File: src/rtl/etda_pkg.sv
package etda_pkg;

	// Item field widths
	localparam int ECHO_W      = 16;
	localparam int DIG_W       = 4;
	localparam int CNT_W       = 8;
	localparam int OUT_TDATA_W = 32;

	// Kind codes carried on s_tuser
	localparam logic KIND_ECHO = 1'b0;
	localparam logic KIND_TICK = 1'b1;

	// Fixed-point reciprocals: floor(17*t / 10^k) = (t * RCP) >> SHIFT, exact for 16-bit t.
	// 17/100 is the 170/1000 scale from round-trip microseconds to millimetres.
	localparam int Q_SHIFT = 23;
	localparam int C_SHIFT = 30;
	localparam int B_SHIFT = 33;
	localparam int A_SHIFT = 36;
	localparam logic [20:0] RCP_Q = 21'd1426064;   // 0.17    * 2^23, rounded up
	localparam logic [24:0] RCP_C = 25'd18253612;  // 0.017   * 2^30, rounded up
	localparam logic [23:0] RCP_B = 24'd14602889;  // 0.0017  * 2^33, rounded up
	localparam logic [23:0] RCP_A = 24'd11682312;  // 0.00017 * 2^36, rounded up

	// Distance in mm and its tenths, hundredths and thousandths
	localparam int Q_W = 14;  // up to 11140
	localparam int C_W = 11;  // up to 1114
	localparam int B_W = 7;   // up to 111
	localparam int A_W = 4;   // up to 11

	// Bit positions of the result fields inside m_tdata
	localparam int TENS_LSB = 0;
	localparam int M_LSB    = 4;
	localparam int DM_LSB   = 8;
	localparam int CM_LSB   = 12;
	localparam int MM_LSB   = 16;
	localparam int IVL_LSB  = 20;
	localparam int BEEP_BIT = 24;

endpackage

File: src/rtl/echo_time_to_distance_alarm.sv
// Channel  Dir  tdata                       tuser
// s_*      in   [15:0] echo_count           [0] kind (0 echo, 1 tick)
// m_*      out  [3:0] tens_metres, [7:4] metres, [11:8] decimetres,
//               [15:12] centimetres, [19:16] millimetres,
//               [23:20] beep_interval, [24] beeper_level, [31:25] zero
//
// One item per cycle sustained while m_tready stays high; an accepted item moves from the
// input register to the quotient register and then to the result register, which shows
// its one result.
// The four parallel reciprocal multiplies set the stage s1 to s2 path; the state update is
// a few shift-adds and compares in the last stage.
// Reset clears the shown digits, interval and beat counter and sets the beeper high.
// A stalled m_tready holds the result; the two front stages keep filling until full.
module echo_time_to_distance_alarm (
	input  logic                             clk,
	input  logic                             arst_n,
	input  logic                             s_tvalid,
	output logic                             s_tready,
	input  logic [etda_pkg::ECHO_W-1:0]      s_tdata,   // [15:0] echo_count
	input  logic                             s_tuser,   // [0] kind
	output logic                             m_tvalid,
	input  logic                             m_tready,
	output logic [etda_pkg::OUT_TDATA_W-1:0] m_tdata    // see table above
);
	import etda_pkg::*;

	// Pipeline handshake
	logic valid_s1, valid_s2, out_valid_q;
	logic adv_out;  // result register may load
	logic load_s2;  // quotient register may load

	// Stage 1: captured item
	logic              kind_s1;
	logic [ECHO_W-1:0] echo_s1;

	// Stage 2: distance and its scaled quotients
	logic           kind_s2;
	logic [Q_W-1:0] q_s2;
	logic [C_W-1:0] c_s2;
	logic [B_W-1:0] b_s2;
	logic [A_W-1:0] a_s2;

	// Reciprocal products
	logic [36:0] prod_q;
	logic [40:0] prod_c;
	logic [39:0] prod_b;
	logic [39:0] prod_a;

	// Architectural state; it doubles as the result register
	logic [DIG_W-1:0] tens_q, m_q, dm_q, cm_q, mm_q, ivl_q;
	logic [CNT_W-1:0] cnt_q;
	logic             beep_q;

	// Digit split of the new echo
	logic [Q_W-1:0]   mm_full;
	logic [C_W-1:0]   cm_full;
	logic [B_W-1:0]   dm_full;
	logic [DIG_W-1:0] tens_d, m_d, dm_d, cm_d, mm_d, ivl_d;
	logic             upper_nz;
	logic [CNT_W-1:0] cnt_inc;
	logic             beat_hit;

	assign adv_out  = !out_valid_q || m_tready;
	assign load_s2  = !valid_s2 || adv_out;
	assign s_tready = !valid_s1 || load_s2;
	assign m_tvalid = out_valid_q;

	always_ff @(posedge clk or negedge arst_n) begin
		if (!arst_n) begin
			valid_s1    <= 1'b0;
			valid_s2    <= 1'b0;
			out_valid_q <= 1'b0;
		end else begin
			if (s_tready) begin
				valid_s1 <= s_tvalid;
			end
			if (load_s2) begin
				valid_s2 <= valid_s1;
			end
			if (adv_out) begin
				out_valid_q <= valid_s2;
			end
		end
	end

	// Capture the item
	always_ff @(posedge clk) begin
		if (s_tready && s_tvalid) begin
			kind_s1 <= s_tuser;
			echo_s1 <= s_tdata;
		end
	end

	// Scale by 17/100, 17/1000, 17/10^4, 17/10^5 in parallel
	assign prod_q = 37'(echo_s1) * 37'(RCP_Q);
	assign prod_c = 41'(echo_s1) * 41'(RCP_C);
	assign prod_b = 40'(echo_s1) * 40'(RCP_B);
	assign prod_a = 40'(echo_s1) * 40'(RCP_A);

	always_ff @(posedge clk) begin
		if (load_s2) begin
			kind_s2 <= kind_s1;
			q_s2    <= prod_q[Q_SHIFT +: Q_W];
			c_s2    <= prod_c[C_SHIFT +: C_W];
			b_s2    <= prod_b[B_SHIFT +: B_W];
			a_s2    <= prod_a[A_SHIFT +: A_W];
		end
	end

	// Each digit is a quotient less ten times the next coarser one
	assign mm_full = q_s2 - {c_s2, 3'b000} - Q_W'({c_s2, 1'b0});
	assign cm_full = c_s2 - C_W'({b_s2, 3'b000}) - C_W'({b_s2, 1'b0});
	assign dm_full = b_s2 - {a_s2, 3'b000} - B_W'({a_s2, 1'b0});
	assign mm_d    = mm_full[DIG_W-1:0];
	assign cm_d    = cm_full[DIG_W-1:0];
	assign dm_d    = dm_full[DIG_W-1:0];
	// Metres total never exceeds 11, so one compare splits off the tens digit
	assign tens_d  = (a_s2 >= 4'd10) ? 4'd1 : 4'd0;
	assign m_d     = (a_s2 >= 4'd10) ? (a_s2 - 4'd10) : a_s2;
	assign upper_nz = (tens_d != '0) || (m_d != '0) || (dm_d != '0) || (cm_d != '0);

	// Beep interval: silent when the metres digit is set, else decimetres, else one for centimetres; tens play no part
	always_comb begin
		priority if (m_d != '0) begin
			ivl_d = '0;
		end else if (dm_d != '0) begin
			ivl_d = dm_d;
		end else if (cm_d != '0) begin
			ivl_d = 4'd1;
		end else begin
			ivl_d = '0;
		end
	end

	assign cnt_inc  = cnt_q + 8'd1;
	assign beat_hit = cnt_inc >= {4'd0, ivl_q};

	// Apply the item to the state as it moves into the result register
	always_ff @(posedge clk or negedge arst_n) begin
		if (!arst_n) begin
			tens_q <= '0;
			m_q    <= '0;
			dm_q   <= '0;
			cm_q   <= '0;
			mm_q   <= '0;
			ivl_q  <= '0;
			cnt_q  <= '0;
			beep_q <= 1'b1;
		end else if (adv_out && valid_s2) begin
			if (kind_s2 == KIND_ECHO) begin
				// Drop echoes below a centimetre: hold the shown digits
				if (upper_nz) begin
					tens_q <= tens_d;
					m_q    <= m_d;
					dm_q   <= dm_d;
					cm_q   <= cm_d;
					mm_q   <= mm_d;
					ivl_q  <= ivl_d;
				end
			end else begin
				if (ivl_q != '0) begin
					if (beat_hit) begin
						cnt_q  <= '0;
						beep_q <= !beep_q;
					end else begin
						cnt_q <= cnt_inc;
					end
				end else begin
					// No alarm: hold the line high, keep the counter running
					cnt_q  <= cnt_inc;
					beep_q <= 1'b1;
				end
			end
		end
	end

	assign m_tdata = {7'd0, beep_q, ivl_q, mm_q, cm_q, dm_q, m_q, tens_q};

endmodule

File: config.mk
export PLATFORM = sky130hd
export DESIGN_NAME = echo_time_to_distance_alarm
export DESIGN_NICKNAME = d
export VERILOG_FILES = /design/src/rtl/etda_pkg.sv /design/src/rtl/echo_time_to_distance_alarm.sv
export SDC_FILE = /design/constraint.sdc
export NUM_CORES = 1
export LEC_CHECK = 0
export BUFFER_PORTS_ARGS = -buffer_cell sky130_fd_sc_hd__clkbuf_2
export CORE_ASPECT_RATIO = 0.5
export CORE_UTILIZATION = 35
export DETAILED_ROUTE_END_ITERATION = 7
export GPL_TIMING_DRIVEN = 0
export SKIP_LAST_GASP = 1
export SLEW_MARGIN = 15
export SYNTH_ARGS = -nofsm -noshare
export SYNTH_HDL_FRONTEND = slang
export SYNTH_SLANG_ARGS = --single-unit
export TNS_END_PERCENT = 1
File: constraint.sdc
create_clock -name clk -period 13.2 [get_ports clk]
set_clock_uncertainty 0.15 [all_clocks]
set_input_delay 1.32 -clock clk [delete_from_list [all_inputs] [get_ports clk]]
set_output_delay 1.32 -clock clk [all_outputs]
set_load 0.02 [all_outputs]
## Word-level counts from Yosys, hierarchy flattened

Cells that the tools add are included.

| cells by class | value |
|---|---|
| add/subtract/negate cells | 8 |
| multipliers | 4 |
| magnitude comparators | 2 |
| equal/unequal tests | 1 |
| muxes and demuxes | 9 |
| bitwise gates (word level) | 1 |
| reduce and logical (&&, ||, !) cells | 20 |

Operator list:

| cell | number |
|---|---|
| $mul A16 B21 Y37 const B | 1 |
| $mul A16 B24 Y37 const B | 1 |
| $mul A16 B23 Y32 const B | 1 |
| $sub A4 B4 Y4 | 6 |
| $mul A16 B17 Y23 const B | 1 |
| $reduce_bool A4 Y1 | 5 |
| $mux W8 | 2 |
| $mux W4 | 3 |
| $add A8 B1 Y8 const B | 1 |
| $ge A8 B4 Y1 | 1 |
| $logic_or A1 B1 Y1 | 6 |
| $reduce_and A3 Y1 | 2 |
| $ge A4 B4 Y1 const B | 1 |
| $logic_not A1 Y1 | 4 |
| $mux W1 | 4 |
| $sub A4 B4 Y4 const B | 1 |
| $logic_and A1 B1 Y1 | 2 |
| $ne A2 B2 Y1 const B | 1 |
| $reduce_and A2 Y1 | 1 |
| $not A1 Y1 | 1 |

| storage, ports and cells | value |
|---|---|
| flip-flop bits (word level) | 70 |
| input bits | 21 |

## Logic depth before layout (Yosys ltp)

Gate-level depths: netlist (run 1).

| depth | value |
|---|---|
| depth in word-level cells | 7 |
| depth in mapped cells | 19 |

## Worst setup path after synthesis (run 1)

OpenSTA, ideal clock, no wires.

| timing path | value |
|---|---|
| path type | register to register |
| start | register echo_s1[8] |
| end | register b_s2[3] (data pin) |
| data arrival time | 5296 ps |
| data required time | 12778 ps |
| slack | 7482 ps |
| stages on the path, launching flop included | 18 |
| clock period less this slack | 5718 ps |
| cell sequence | edfxtp_1 > fa_1 > fa_1 > inv_1 > fa_1 > inv_1 > fa_1 > fa_1 > inv_1 > fa_1 > inv_1 > ha_1 > nand4_1 > nor4_1 > nand3_1 > nor3_2 > or4_1 > o211ai_1 |

| between the ends | value |
|---|---|
| word-level cells in the longest chain between the ends | 1 |

Ends and longest elaborated chain:

| item | line | text |
|---|---|---|
| start, declared | echo_time_to_distance_alarm.sv:34 | `logic [ECHO_W-1:0] echo_s1;` |
| start signal, assigned | echo_time_to_distance_alarm.sv:90 | `echo_s1 <= s_tdata;` |
| $mul A16 B24 Y37 | echo_time_to_distance_alarm.sv:97 | `assign prod_b = 40'(echo_s1) * 40'(RCP_B);` |
| named net prod_b[36] | echo_time_to_distance_alarm.sv:46 | `logic [39:0] prod_b;` |
| end signal, assigned | echo_time_to_distance_alarm.sv:105 | `b_s2 <= prod_b[B_SHIFT +: B_W];` |
| end, declared | echo_time_to_distance_alarm.sv:40 | `logic [B_W-1:0] b_s2;` |

The timed path passes the listed nets, and every way through them passes these cells.
A chain may end at the register's enable or synchronous reset.

## Worst setup path in the final report (run 1)

| timing path | value |
|---|---|
| start | register echo_s1[1] |
| end | register b_s2[3] (data pin) |

The elaborated chain is that of the path after synthesis.

==> results of run 1 <==
[worst max-delay path, cell delays in order, from the launching register on]
cell	delay [ns]
edfxtp_1	1.13
ha_1	0.63
inv_1	0.20
fa_1	0.57
fa_1	0.53
inv_1	0.05
fa_1	0.47
fa_1	0.54
inv_1	0.06
fa_1	0.53
inv_1	0.04
ha_1	0.32
a21oi_1	0.14
a21boi_0	0.11
o31ai_2	0.76
a21oi_1	0.46
a311oi_1	0.37
o211ai_1	0.14
[metrics by stage]
step	power, mW	instances	cell area [um2]	hold WS, ns	worst slack (ns)
CTS	4.89	2472	19300	0.272	5.36
finish	4.86	2472	19300	0.271	5.68
detailed placement	4.57	2456	19000	0.257	5.43
floorplan	3.39	1729	17800	0.250	7.48
global placement	4.48	2451	18900	0.253	4.99
global route	5.53	2472	19300	0.279	5.48
[routing by layer]
metal  wire length (um)  GRT usage (%)
met2              21100           31.2
met1              21600           27.1
met3               3070           2.96
met5                  0              0
met4                837           3.83
[cells by family (layout without fill, tap and decap cells)]
family | Yosys count | after routing | synth area share, %
xor+xnor | 53 | 53 | 2.77
compound gates | 146 | 146 | 5.38
simple gates | 188 | 188 | 5.16
flops | 67 | 67 | 10.4
mux | 3 | 3 | 0.183
fa+ha+maj | 732 | 732 | 64.6
other cells | 1 | 10 | 0.0211
buf+inv | 530 | 595 | 11.5
[synthesized netlist by cell type (all sizes together) (3+ instances only)]
cell type,number,area share (%)
o21a,3,0.13
nand4,13,0.46
fa,309,35
nand2b,9,0.32
or4,3,0.13
a211o,3,0.15
a211oi,6,0.25
o2111ai,3,0.15
edfxtp,34,5.7
nand4b,3,0.15
o211ai,3,0.13
dfrtp,32,4.5
nor2,32,0.68
a21o,8,0.34
xor2,12,0.59
nor3,14,0.42
o21ai,48,1.4
nand2,67,1.4
xnor2,39,1.9
or3,3,0.11
a31oi,7,0.28
buf,13,0.55
nand3,21,0.59
o31ai,6,0.33
and3,5,0.18
a21oi,36,1.0
clkbuf,3,0.063
nor4,5,0.18
inv,514,11
ha,423,30
and2,3,0.11
a2111oi,4,0.27
or2,4,0.14
[final cells by class]
type | instances | area (um2) | area share [%]
clock buffer | 10 | 250 | 1.30
clock inverter | 6 | 73.8 | 0.382
timing repair buffer | 49 | 325 | 1.68
inverter | 514 | 1930 | 9.99
buffer | 16 | 109 | 0.564
tap | 678 | 848 | 4.39
sequential | 67 | 1850 | 9.57
multi-input combinational | 1132 | 13900 | 72.1
[path summary, 6_finish.rpt]
path | to | slack [ns]
max | b_s2[3]$_DFFE_PP_ | 5.68
min | kind_s2$_DFFE_PP_ | 0.27
max reg2reg | b_s2[3]$_DFFE_PP_ | 5.68
min reg2reg | kind_s2$_DFFE_PP_ | 0.27
max in group asynchronous | cnt_q[4]$_DFFE_PN0P_ | 11.44
min in group asynchronous | dm_q[1]$_DFFE_PN0P_ | 0.91
[sequential cells by signal, indices dropped and copies added (netlist names)]
| name | count |
|---|---|
| a_s2 | 4 |
| b_s2 | 4 |
| beep_q | 1 |
| c_s2 | 4 |
| cm_q | 4 |
| cnt_q | 8 |
| dm_q | 4 |
| echo_s1 | 16 |
| ivl_q | 4 |
| kind_s1 | 1 |
| kind_s2 | 1 |
| m_q | 4 |
| m_tvalid | 1 |
| mm_q | 4 |
| q_s2 | 4 |
| tens_q | 1 |
| valid_s1 | 1 |
| valid_s2 | 1 |
[power breakdown]
group | switching, mW | internal, mW
sequential | 0.0859 | 0.349
combinational | 2.43 | 1.72
clock | 0.109 | 0.161
total | 2.62 | 2.23
==> results.json, run 1 <==
{
  "peakVddDrop_mv": 0.124,
  "p_per_area_nw_per_um2": 252,
  "postCtsSetupRepairBufs": 0,
  "clock_path_buffers": 2,
  "ant_nets": 0,
  "cts_resized": 0,
  "wire_per_inst_um": 18.8,
  "fin_tns_setup_ns": 0,
  "max_slew_margin_pct": 16.7,
  "p_leak_nw": 10.4,
  "ctsRootBufferMaster": "clkbuf_16",
  "drc_errors": 0,
  "syn_inst": 1720,
  "post-route-period-util_pct": 57.0,
  "portBuffers": 44,
  "ff2ff_path_depth": 17,
  "dp_hpwl_um": 39900,
  "die_width_um": 321,
  "netlist-cell-type-count": 63,
  "cts_hold_buf": 0,
  "crit_type": "flip-flop to flip-flop",
  "rows": 57,
  "most-common-layout-cells": "514 x inv_1, 423 x ha_1, 309 x fa_1",
  "worst_ep_arrival_time_ns": 7.43,
  "n_antenna_cell": 0,
  "dr.pass1.iters": 5,
  "clk_pin_slew_ns": 0.08,
  "nNetsFinal": 2542,
  "grt_max_degree": 34,
  "pin_count": 55,
  "vias_per_cell": 4.77,
  "synth-seq-cells": 67,
  "finish.utilization_pct": 39.2,
  "drtIter0Drc": 748,
  "synthArstFlopShare_pct": 49.3,
  "status": "complete, no violations",
  "rr_startpoint": "echo_s1[1]$_DFFE_PP_",
  "finalHoldViolations": 0,
  "overflow": 0,
  "post-route-min-period_ns": 7.52,
  "critPathLaunch": "echo_s1[1]$_DFFE_PP_",
  "coreArea_um2": 49300,
  "clock_latency_ns": 0.36,
  "drt_wl_total_um": 46600,
  "max_freq_mhz": 133,
  "grt_pass1_vias": 12456,
  "antenna_found_initial": 0,
  "start_util_pct": 36.0,
  "endpoint_kind": "flip-flop",
  "synth.cell_area_um2": 17800,
  "fillCellCount": 4843,
  "synth-edff-count": 34,
  "critPathLaunchType": "flip-flop",
  "vias": 11799,
  "min_from": "kind_s1$_DFFE_PP_",
  "crit_fanout": 15,
  "rsz0062_at_grt": "false",
  "cts_sinks": 67,
  "drive_above_1_share_pct": 5.35,
  "cts-buffers-inserted": 9,
  "die-area_um2": 51700,
  "setup_viol": 0,
  "gp_congestion": 0.954,
  "hold_class": "flip-flop to flip-flop",
  "avgSynthCellArea_um2": 10.3,
  "grt_pass1_wl_um": 73800,
  "yosysSeqAreaShare_pct": 10.4,
  "drv_slew": 0,
  "holdPathStages": 0,
  "tightest_slew_ns": 1.25,
  "cts_tree": "built",
  "die_y_um": 161,
  "synthToLayoutAreaGrowth_pct": 8.68,
  "synth_flop_cell": "edfxtp_1",
  "final_common_cell": "inv_1",
  "yosys_warnings": 0,
  "htree_levels": 3,
  "crit_required_ns": 13.11,
  "maxCapViolations": 0,
  "grt_use_total_pct": 19.2
}
Power figures use the tool's default switching activity.
==> inputs of run 2 (changes only) <==
--- a/config.mk
+++ b/config.mk
@@ -5,6 +5,7 @@
 export SDC_FILE = /design/constraint.sdc
 export NUM_CORES = 1
 export LEC_CHECK = 0
+export ABC_AREA = 1
 export BUFFER_PORTS_ARGS = -buffer_cell sky130_fd_sc_hd__clkbuf_2
 export CORE_ASPECT_RATIO = 0.5
 export CORE_UTILIZATION = 35
==> constraint.sdc (replaced) <==
create_clock -name clk -period 6.17 [get_ports clk]
set_clock_uncertainty 0.15 [all_clocks]
set_input_delay 0.617 -clock clk [delete_from_list [all_inputs] [get_ports clk]]
set_output_delay 0.617 -clock clk [all_outputs]
set_load 0.02 [all_outputs]
==> results.json, run 2 <==
{
  "status": "complete, no violations",
  "max_freq_mhz": 166,
  "crit_type": "flip-flop to flip-flop",
  "die_width_um": 338,
  "gp_congestion": 0.959,
  "htree_levels": 3,
  "drtIter0Drc": 949,
  "grt_pass1_vias": 15510,
  "pin_count": 55,
  "avgSynthCellArea_um2": 8.65,
  "drive_above_1_share_pct": 6.43,
  "hold_class": "primary input to async pin",
  "synthToLayoutAreaGrowth_pct": 10.1,
  "post-route-period-util_pct": 97.8,
  "die_y_um": 170,
  "finalHoldViolations": 0,
  "drc_errors": 0,
  "fillCellCount": 5650,
  "dp_hpwl_um": 46800,
  "synth.cell_area_um2": 19700,
  "regArea_um2": 1850,
  "ant_nets": 0,
  "crit_chain": "ha_2, fa_1, ha_1, fa_1, fa_1, inv_1, fa_1, inv_1, ha_1, a21oi_1, o21ai_0, a21oi_1, nand2_1, nand2_1, nand2_1, nand2_1, nand2_2",
  "finish.utilization_pct": 39.1,
  "regMostFlops": "echo_s1",
  "dr.pass1.iters": 7,
  "nNetsFinal": 3144,
  "slowest_delay_ns": 0.65,
  "synth-edff-count": 34,
  "ctsRootBufferMaster": "clkbuf_16",
  "synth-xor-area-share_pct": 1.96,
  "synth.most_common_cell": "inv_1",
  "clock_path_buffers": 2,
  "yosys.area.top_type": "fa_1",
  "most-common-layout-cells": "616 x inv_1, 416 x ha_1, 372 x nand2_1",
  "synth_top_family_by_area": "adder cells",
  "cts_hold_buf": 0,
  "final_common_cell": "inv_1",
  "crit_slowest_cell": "ha_2",
  "yosys_warnings": 0,
  "tightest_slew_ns": 0.843,
  "netlist-cell-type-count": 40,
  "vias_per_cell": 4.78,
  "placed_area_um2": 21000,
  "synth-simple-area-share_pct": 13.6,
  "synthAdderAreaFrac_pct": 58.3,
  "multi_input_area_um2": 15500,
  "synth_flop_cell": "edfxtp_1",
  "max_slew_margin_pct": 43.8,
  "vias": 15076,
  "coreArea_um2": 55600,
  "overflow": 0,
  "cts_sinks": 67,
  "portBuffers": 44,
  "critPathLaunchType": "flip-flop",
  "synthMuxAreaShare_pct": 0,
  "synth.top_cell.area_share_pct": 31.4,
  "ys_top_cells_by_area": "fa_1 31%, ha_1 27%, inv_1 12%",
  "setup_viol": 0,
  "synth_compound_area_share_pct": 4.46,
  "rsz0062_at_grt": "true",
  "maxCapViolations": 0,
  "cts-buffers-inserted": 9,
  "grt_max_degree": 34,
  "yosysSeqAreaShare_pct": 9.38,
  "cts_tree": "built",
  "ff2ff_path_depth": 17,
  "clk_pin_slew_ns": 0.06,
  "grt_pass1_wl_um": 86700,
  "reg_top3": "echo_s1 (16), cnt_q (8)",
  "hold_ws_ns": 0.210,
  "grt_use_total_pct": 20.4,
  "final_cell_area_um2": 21700,
  "syn_inst": 2278,
  "largest_register_ffs": 16,
  "clock_latency_ns": 0.35,
  "wire_per_inst_um": 17.7,
  "start_util_pct": 35.5,
  "critPathLaunch": "echo_s1[1]$_DFFE_PP_",
  "rows": 61,
  "crit_fanout": 7,
  "drt_wl_total_um": 55900,
  "synth-seq-cells": 67,
  "ys_top_cells_by_count": "616 x inv_1, 423 x ha_1, 376 x nand2_1",
  "antenna_found_initial": 5,
  "die-area_um2": 57300,
  "synthArstFlopShare_pct": 49.3,
  "worst_ep_arrival_time_ns": 5.95,
  "endpoint_kind": "flip-flop",
  "rr_startpoint": "echo_s1[1]$_DFFE_PP_",
  "n_antenna_cell": 0,
  "crit_required_ns": 6.09,
  "drv_slew": 0,
  "post-route-min-period_ns": 6.04
}
==> run 2: worst max-delay path, delay by kind of cell (launching register included) <==
| kind | cells | cell delay [ns] |
|---|---|---|
| buffers and inverters | 2 | 0.12 |
| adders and majority gates | 7 | 3.34 |
| and+or+nand+nor | 5 | 0.64 |
| DFF | 1 | 0.59 |
| AOI/OAI and AO/OA | 3 | 0.87 |
==> run 2: metal layers <==
layer  routed length, um  track usage [%]  part of all wire [%]
met5                   8                0                 0.014
met4                2160             6.81                   3.9
met3                4780             5.04                   8.6
met2               25000             33.7                    45
met1               24000             26.0                    43
==> run 2: cell type report <==
class                           count  share of cell area [%]
Tap cell                          756                    4.36
Inverter                          617                    10.7
Clock inverter                      6                   0.236
Multi-Input combinational cell   1586                    71.5
Timing Repair Buffer               93                    2.96
Clock buffer                       10                    1.15
Buffer                             17                   0.565
Sequential cell                    67                    8.52
==> run 2: final timing paths <==
path | endpoint | slack, ns
max reg2reg | b_s2[3]$_DFFE_PP_ | 0.13
min | cnt_q[6]$_DFFE_PN0P_ | 0.21
max in group asynchronous | m_q[0]$_DFFE_PN0P_ | 5.13
min reg2reg | kind_s2$_DFFE_PP_ | 0.31
max | b_s2[3]$_DFFE_PP_ | 0.13
min in group clk | echo_s1[7]$_DFFE_PP_ | 0.28
==> run 2: per-stage QoR <==
stage          setup TNS (ns)  std cells  worst slack (ns)
3_3_place_gp            -4.69       3087            -0.896
3_5_place_dp            -3.79       3091            -0.613
4_1_cts               -0.0295       3146           -0.0203
6_report                    0       3152             0.135
2_1_floorplan               0       2287             0.736
5_1_grt               -0.0785       3152           -0.0448
==> run 2: what timing repair did <==
action / 4_1_cts / 5_1_grt
setup endpoints to repair: 10 / 8
resized for setup: 2 / 18
buffers inserted: 39 / 6
==> run 2: cells by family after synthesis <==
family / Yosys count
other: 1
buffers and inverters: 634
AOI/OAI and AO/OA: 162
xor gates and xnor gates: 44
DFF: 67
adders and majority gates: 732
and+or+nand+nor: 638
Power of run 2 is not shown: default switching activity piles up to over one toggle a cycle in this logic, so the estimate is an artifact.
